### config.mk
export PLATFORM = sky130hd
export DESIGN_NAME = btps_geom
export DESIGN_NICKNAME = d
export VERILOG_FILES = /design/src/hw/rtl/btps_pkg.sv /design/src/hw/rtl/btps_geom.sv
export SDC_FILE = /design/constraint.sdc
export NUM_CORES = 1
export LEC_CHECK = 0
export BUFFER_PORTS_ARGS = -buffer_cell sky130_fd_sc_hd__buf_4
export CORE_UTILIZATION = 50
export DETAILED_ROUTE_END_ITERATION = 12
export PLACE_DENSITY = 0.75
export SLEW_MARGIN = 20
export SYNTH_ARGS = -nofsm -noshare
export SYNTH_HDL_FRONTEND = slang
export SYNTH_SLANG_ARGS = --single-unit
### constraint.sdc
create_clock -name clk -period 1.38 [get_ports clk]
set_clock_uncertainty 0.2 [all_clocks]
set_input_delay 0.276 -clock clk [delete_from_list [all_inputs] [get_ports clk]]
set_output_delay 0.276 -clock clk [all_outputs]
set_load 0.05 [all_outputs]
### src/hw/rtl/btps_pkg.sv
// Shared constants, codes and types of the bit tree predecessor/successor block.
package btps_pkg;

    localparam int MAX_LEAVES   = 4096;
    localparam int RESET_LEAVES = 4096;
    localparam int POS_W        = $clog2(MAX_LEAVES);
    localparam int CNT_W        = $clog2(MAX_LEAVES + 1);
    localparam int NODE_DEPTH   = 2 * MAX_LEAVES - 1;
    localparam int NODE_W       = $clog2(NODE_DEPTH);
    localparam int CMD_W        = 2;
    localparam int IN_W         = ((CMD_W + POS_W + 7) / 8) * 8;
    localparam int OUT_W        = ((POS_W + 2 + 7) / 8) * 8;

    typedef enum logic [CMD_W-1:0] {
        CMD_MARK = 2'd0,
        CMD_PREV = 2'd1,
        CMD_NEXT = 2'd2
    } cmd_t;

    typedef enum logic [3:0] {
        ST_CLEAR,
        ST_INIT_A,
        ST_INIT_B,
        ST_IDLE,
        ST_FIRST,
        ST_MARK,
        ST_CLIMB,
        ST_DESC,
        ST_CONV,
        ST_DONE
    } state_t;

    // Tree geometry derived from the leaf count.
    typedef struct packed {
        logic [CNT_W-1:0]  leaf_count;
        logic [NODE_W-1:0] leaf_last;   // leaf_count - 1, also the first leaf node
        logic [NODE_W-1:0] node_total;
        logic [NODE_W-1:0] bot_first;   // first node of the bottom level
        logic [NODE_W-1:0] lower_cnt;   // leaves on the bottom level
        logic [NODE_W-1:0] upper_cnt;   // leaves on the level above
    } geom_t;

    typedef struct packed {
        logic [POS_W-1:0] found_pos;
        logic             leaf_bit;
        logic             status;
    } res_t;

endpackage

### src/hw/rtl/btps_geom.sv
// Leaf count register and the tree geometry derived from it.
module btps_geom
    import btps_pkg::*;
(
    input  logic             clk,
    input  logic             rst_n,
    input  logic             wr_en,
    input  logic [CNT_W-1:0] wr_data,
    output geom_t            geom
);

    function automatic geom_t geom_of(input logic [CNT_W-1:0] count);
        logic [CNT_W-1:0]  l;
        logic [NODE_W:0]   twice;
        logic [NODE_W-1:0] nt;
        logic [NODE_W-1:0] thr;
        logic [NODE_W-1:0] full;
        logic [NODE_W-1:0] low;
        geom_t             g;
        l = count;
        if (count == '0)
        begin
            l = CNT_W'(1);
        end
        else if (count > CNT_W'(MAX_LEAVES))
        begin
            l = CNT_W'(MAX_LEAVES);
        end
        twice = {1'b0, NODE_W'(l)} + {1'b0, NODE_W'(l)} - (NODE_W + 1)'(1);
        nt    = twice[NODE_W-1:0];
        // thr ends up as the all-ones mask below the top set bit of nt
        thr = '0;
        for (int i = 1; i < NODE_W; i++)
        begin
            if (nt[i])
            begin
                thr = (NODE_W'(1) << i) - NODE_W'(1);
            end
        end
        full = {thr[NODE_W-2:0], 1'b1};
        low  = (nt == full) ? '0 : nt - thr;
        g.leaf_count = l;
        g.leaf_last  = NODE_W'(l) - NODE_W'(1);
        g.node_total = nt;
        g.bot_first  = thr;
        g.lower_cnt  = low;
        g.upper_cnt  = NODE_W'(l) - low;
        return g;
    endfunction

    geom_t geom_reg;

    always_ff @(posedge clk or negedge rst_n)
    begin
        if (!rst_n)
        begin
            geom_reg <= geom_of(CNT_W'(RESET_LEAVES));
        end
        else if (wr_en)
        begin
            geom_reg <= geom_of(wr_data);
        end
    end

    assign geom = geom_reg;

endmodule

==> flow_summary.json, run 1 <==
{
  "outcome": "stopped before the end",
  "lastStage": "5_1_grt",
  "error": "[ERROR DPL-0038] Utilization greater than 100%, impossible to legalize",
  "syn_area_per_cell_um2": 9.32,
  "synth_cell_types": 61,
  "ios": 94,
  "synth_cells": 451,
  "async_reset_ff_frac": 1.00,
  "cts-root-buf": "clkbuf_8",
  "yosys_warnings": 0,
  "synth_enable_flop_cells": 0,
  "postGrtWorstEndpoint": "geom[12]$_DFFE_PN1P_/D",
  "endpoint_type": "register input",
  "start_util": 0.514,
  "syn_nets": 495,
  "htree_levels": 3,
  "gp_congestion": 0.902,
  "grt_max_degree": 64,
  "die_h_um": 93.7,
  "synth_top_flop_cell": "dfrtp_1",
  "hpwlAfterDp_um": 9780,
  "rows": 33,
  "numCtsBuffers": 9,
  "syn_area_mm2": 0.00420,
  "io_buffers": 91,
  "ys_ff_latch": 63,
  "cts.sinks": 63,
  "die_x_um": 93.7,
  "max-clock-path-buffers": 2,
  "dp.cells": 758,
  "synth-seq-area-share": 0.383
}
==> repair_timing <==
action                                 in CTS
gates resized for setup                   201
pin swaps                                  56
buffers inserted                           76
endpoints found under the hold margin      46
hold buffers                                1
setup endpoints to repair                 126
==> stage by stage <==
stage	hold slack [ns]	setup WS (ns)	TNS (ns)	cell area (um2)	util
3_3_place_gp	0.0903	-4.55	-119.32	6070	0.742
2_1_floorplan	-0.220	-4.72	-117.78	4440	-
4_1_cts	0.138	-3.95	-102.52	7510	0.918
3_5_place_dp	0.0993	-4.76	-122.06	6070	0.742
==> cell usage after synthesis (5+ instances only) <==
library cell | n | area, um2
a21oi_1 | 35 | 175
a31o_1 | 9 | 78.8
buf_4 | 15 | 113
clkbuf_1 | 16 | 60.1
dfrtp_1 | 38 | 951
dfstp_2 | 25 | 657
ha_1 | 27 | 338
inv_1 | 22 | 82.6
mux2_2 | 26 | 293
nand2_1 | 30 | 113
nand3_1 | 9 | 45.0
nor2_1 | 48 | 180
nor2b_1 | 25 | 156
nor3_1 | 13 | 65.1
o21a_1 | 7 | 52.6
o21ai_0 | 10 | 50.1
o31ai_1 | 7 | 52.6
or3_1 | 5 | 31.3
or4_1 | 6 | 45.0
xnor2_1 | 16 | 140
==> kinds of logic after synthesis <==
logic type,Yosys count,share of synthesized area
DFF,63,0.383
xor gates and xnor gates,18,0.0375
AOI/OAI and AO/OA,104,0.176
buffers and inverters,57,0.0682
muxes,26,0.0697
and+or+nand+nor,153,0.180
adders and majority gates,28,0.0851
other,2,0.00179
==> run 2: changes to the inputs <==
- CORE_UTILIZATION: 50 -> 35
- PLACE_DENSITY: 0.75 -> default
- PLACE_DENSITY_LB_ADDON: default -> 0.15
==> run 2 against run 1 <==
Against the previous run: the flow now finishes, with violations (design-rule violations, negative setup slack); synthesized cell count did not move; area after synthesis unchanged.
==> flow_summary.json, run 2 <==
{
  "outcome": "finished, violations left",
  "violations": "design-rule violations, negative setup slack",
  "setup_tns_ns": -114.38,
  "grt_pass1_vias": 4797,
  "gp_congestion": 0.961,
  "vias": 4698,
  "grt_max_degree": 42,
  "cp_max_fo": 7,
  "routed-wl-met2_um": 8400,
  "area_growth_pct": 106,
  "netSwitchingFraction": 0.370,
  "cts-root-buf": "clkbuf_16",
  "p_switching_w": 0.00349,
  "ys_ff_latch": 63,
  "cts_tree": "yes",
  "ant_nets": 0,
  "synth.most_common_cell": "nor2_1",
  "async_reset_ff_frac": 1.00,
  "ios": 94,
  "wl_met3_um": 696,
  "yosys_warnings": 0,
  "crit_family": "simple AND/OR/NAND/NOR gates",
  "layout.cells.non_filler": 910,
  "setup_viol": 91,
  "synth_cell_types": 61,
  "p_leak_nw": 3.99,
  "routed_wl_um": 16700,
  "seqPwrFrac": 0.254,
  "syn_area_per_cell_um2": 9.32,
  "io_buffers": 91,
  "min_period_ns": 5.58,
  "synth.top_cell.area_share": 0.226,
  "track_usage": 0.259,
  "reg2reg_slack_ns": 0.27,
  "drive_above_1_share": 0.696,
  "hpwlAfterDp_um": 10100,
  "maxSlewViolCount": 0,
  "multi_input_area_mm2": 0.00315,
  "yosys.area.top_type": "dfrtp_1",
  "worst-path-buf-inv": 5,
  "rsz0062_at_grt": "true",
  "largest_reg_flops": 63,
  "final_util": 0.750,
  "worst-setup-path-type": "input pin to flop",
  "synth_enable_flop_cells": 0,
  "reg2reg_to": "geom[62]",
  "die_h_um": 112,
  "diodes": 0,
  "htree_levels": 3,
  "drt_pre_antenna_iters": 9,
  "synth_top_flop_cell": "dfrtp_1",
  "synth_cells": 451,
  "syn_area_mm2": 0.00420,
  "drc_errors": 10,
  "worst_path_max_delay_cell": "or4_4",
  "p_int_w": 0.00594,
  "grt_pass1_wl_um": 24800,
  "start_util": 0.363,
  "max-clock-path-buffers": 2,
  "dpl_cell_area_mm2": 0.00618,
  "worst_setup_path_start_kind": "input pin",
  "rows": 39,
  "cts.reportedPaths.clkPinSlew_ns": 0.05,
  "required_ns": 1.40,
  "hold_viol": 0,
  "power.density_mw_per_mm2": 1090,
  "fillers": 761,
  "layout.area.seq_mm2": 0.00161,
  "p_total_w": 0.00943,
  "numCtsBuffers": 9,
  "maxCapViolCount": 0,
  "reg2regPathDepth": 3,
  "routedWlPerCell_um": 18.3,
  "mostFrequentLayoutCells": "173 x buf_4, 117 x buf_6, 40 x buf_8, 38 x dfrtp_1, 35 x nor2_1",
  "routed.top_layer": "met4",
  "fin_crit_sh": 4.04,
  "final_area_mm2": 0.00867,
  "rr_startpoint": "geom[62]",
  "dieArea_mm2": 0.0125,
  "antenna_found_initial": 0,
  "cp_slowest_stage_delay_ns": 0.56,
  "power.share.clock": 0.265,
  "dr.first_iter.drc_count": 273,
  "synth-seq-area-share": 0.383,
  "coreArea_mm2": 0.0116,
  "die_x_um": 112,
  "ys_top_cells_by_count": "48 x nor2_1, 38 x dfrtp_1, 35 x a21oi_1",
  "synth_area_leaders": "dfrtp_1 23%, dfstp_2 16%, ha_1 8.0%, mux2_2 7.0%, nor2_1 4.3%",
  "clkLatencyLatePin_ns": 0.34,
  "critical_path.endpoint_type": "flop",
  "overflow": 0,
  "cts.sinks": 63,
  "final_common_cell": "buf_4",
  "comb_power_share": 0.482,
  "avgViaCountPerCell": 5.16,
  "wl_met1_um": 6810,
  "dp.cells": 802,
  "peakVddDrop_mv": 1.36,
  "cp.arrival_ns": 5.60,
  "syn_nets": 495,
  "nets": 806,
  "final.setup.worst_slack_ns": -4.20,
  "hp-class": "input pin to asynchronous set/reset pin",
  "max_freq_mhz": 179
}
==> run 2: cell counts after synthesis <==
No cell type changed its count.
==> run 2: stage by stage <==
stage,setup WS (ns),hold WS [ns]
2_1_floorplan,-4.72,-0.220
3_3_place_gp,-4.60,-0.0608
3_5_place_dp,-4.67,-0.0602
4_1_cts,-3.99,0.118
5_1_grt,-4.43,0.141
6_report,-4.20,0.128
==> run 2: kinds of logic after synthesis <==
| kind of cell | share of synthesized area |
|---|---|
| other | 0.00179 |
| buffers and inverters | 0.0682 |
| muxes | 0.0697 |
| xor gates and xnor gates | 0.0375 |
| DFF | 0.383 |
| and+or+nand+nor | 0.180 |
| adders and majority gates | 0.0851 |
| AOI/OAI and AO/OA | 0.176 |
==> run 2: final cells by class <==
type / count / area share
Timing Repair Buffer: 335 / 0.381
Multi-Input combinational cell: 331 / 0.364
Sequential cell: 63 / 0.186
Clock buffer: 13 / 0.0300
Tap cell: 143 / 0.0206
Inverter: 22 / 0.0110
Clock inverter: 3 / 0.00750
==> run 2: metal layers <==
layer,global-route usage,vias up
met2,0.438,150
met3,0.0457,47
li1,-,2203
met1,0.315,2298
met4,0.138,0
met5,0,-
==> run 2: power groups by stage <==
stage	sequential (W)	clock (W)	combinational, W
2_1_floorplan	0.00327	0	0.00132
4_1_cts	0.00240	0.00252	0.00429
3_3_place_gp	0.00233	0	0.00345
5_1_grt	0.00242	0.00261	0.00475
6_report	0.00239	0.00250	0.00455
3_5_place_dp	0.00234	0	0.00346
==> run 2: worst max path at each step <==
stage / from / to / slack, ns / depth (start not counted)
after CTS: wr_data[3] / geom[10] / -3.99 / 30
after floorplan: wr_data[2] / geom[12] / -4.72 / 32
after detailed placement: wr_data[2] / geom[12] / -4.67 / 30
after global placement: wr_data[2] / geom[12] / -4.60 / 30
after global routing: wr_data[3] / geom[12] / -4.43 / 32
final: wr_data[1] / geom[10] / -4.20 / 26
==> run 2: what timing repair did <==
action,CTS,global route
hold endpoints to repair,44,0
setup buffers,71,41
pin swaps,82,30
setup endpoints to repair,127,121
hold buffers,1,0
resized for setup,289,64
(Power assumes the default switching activity.)
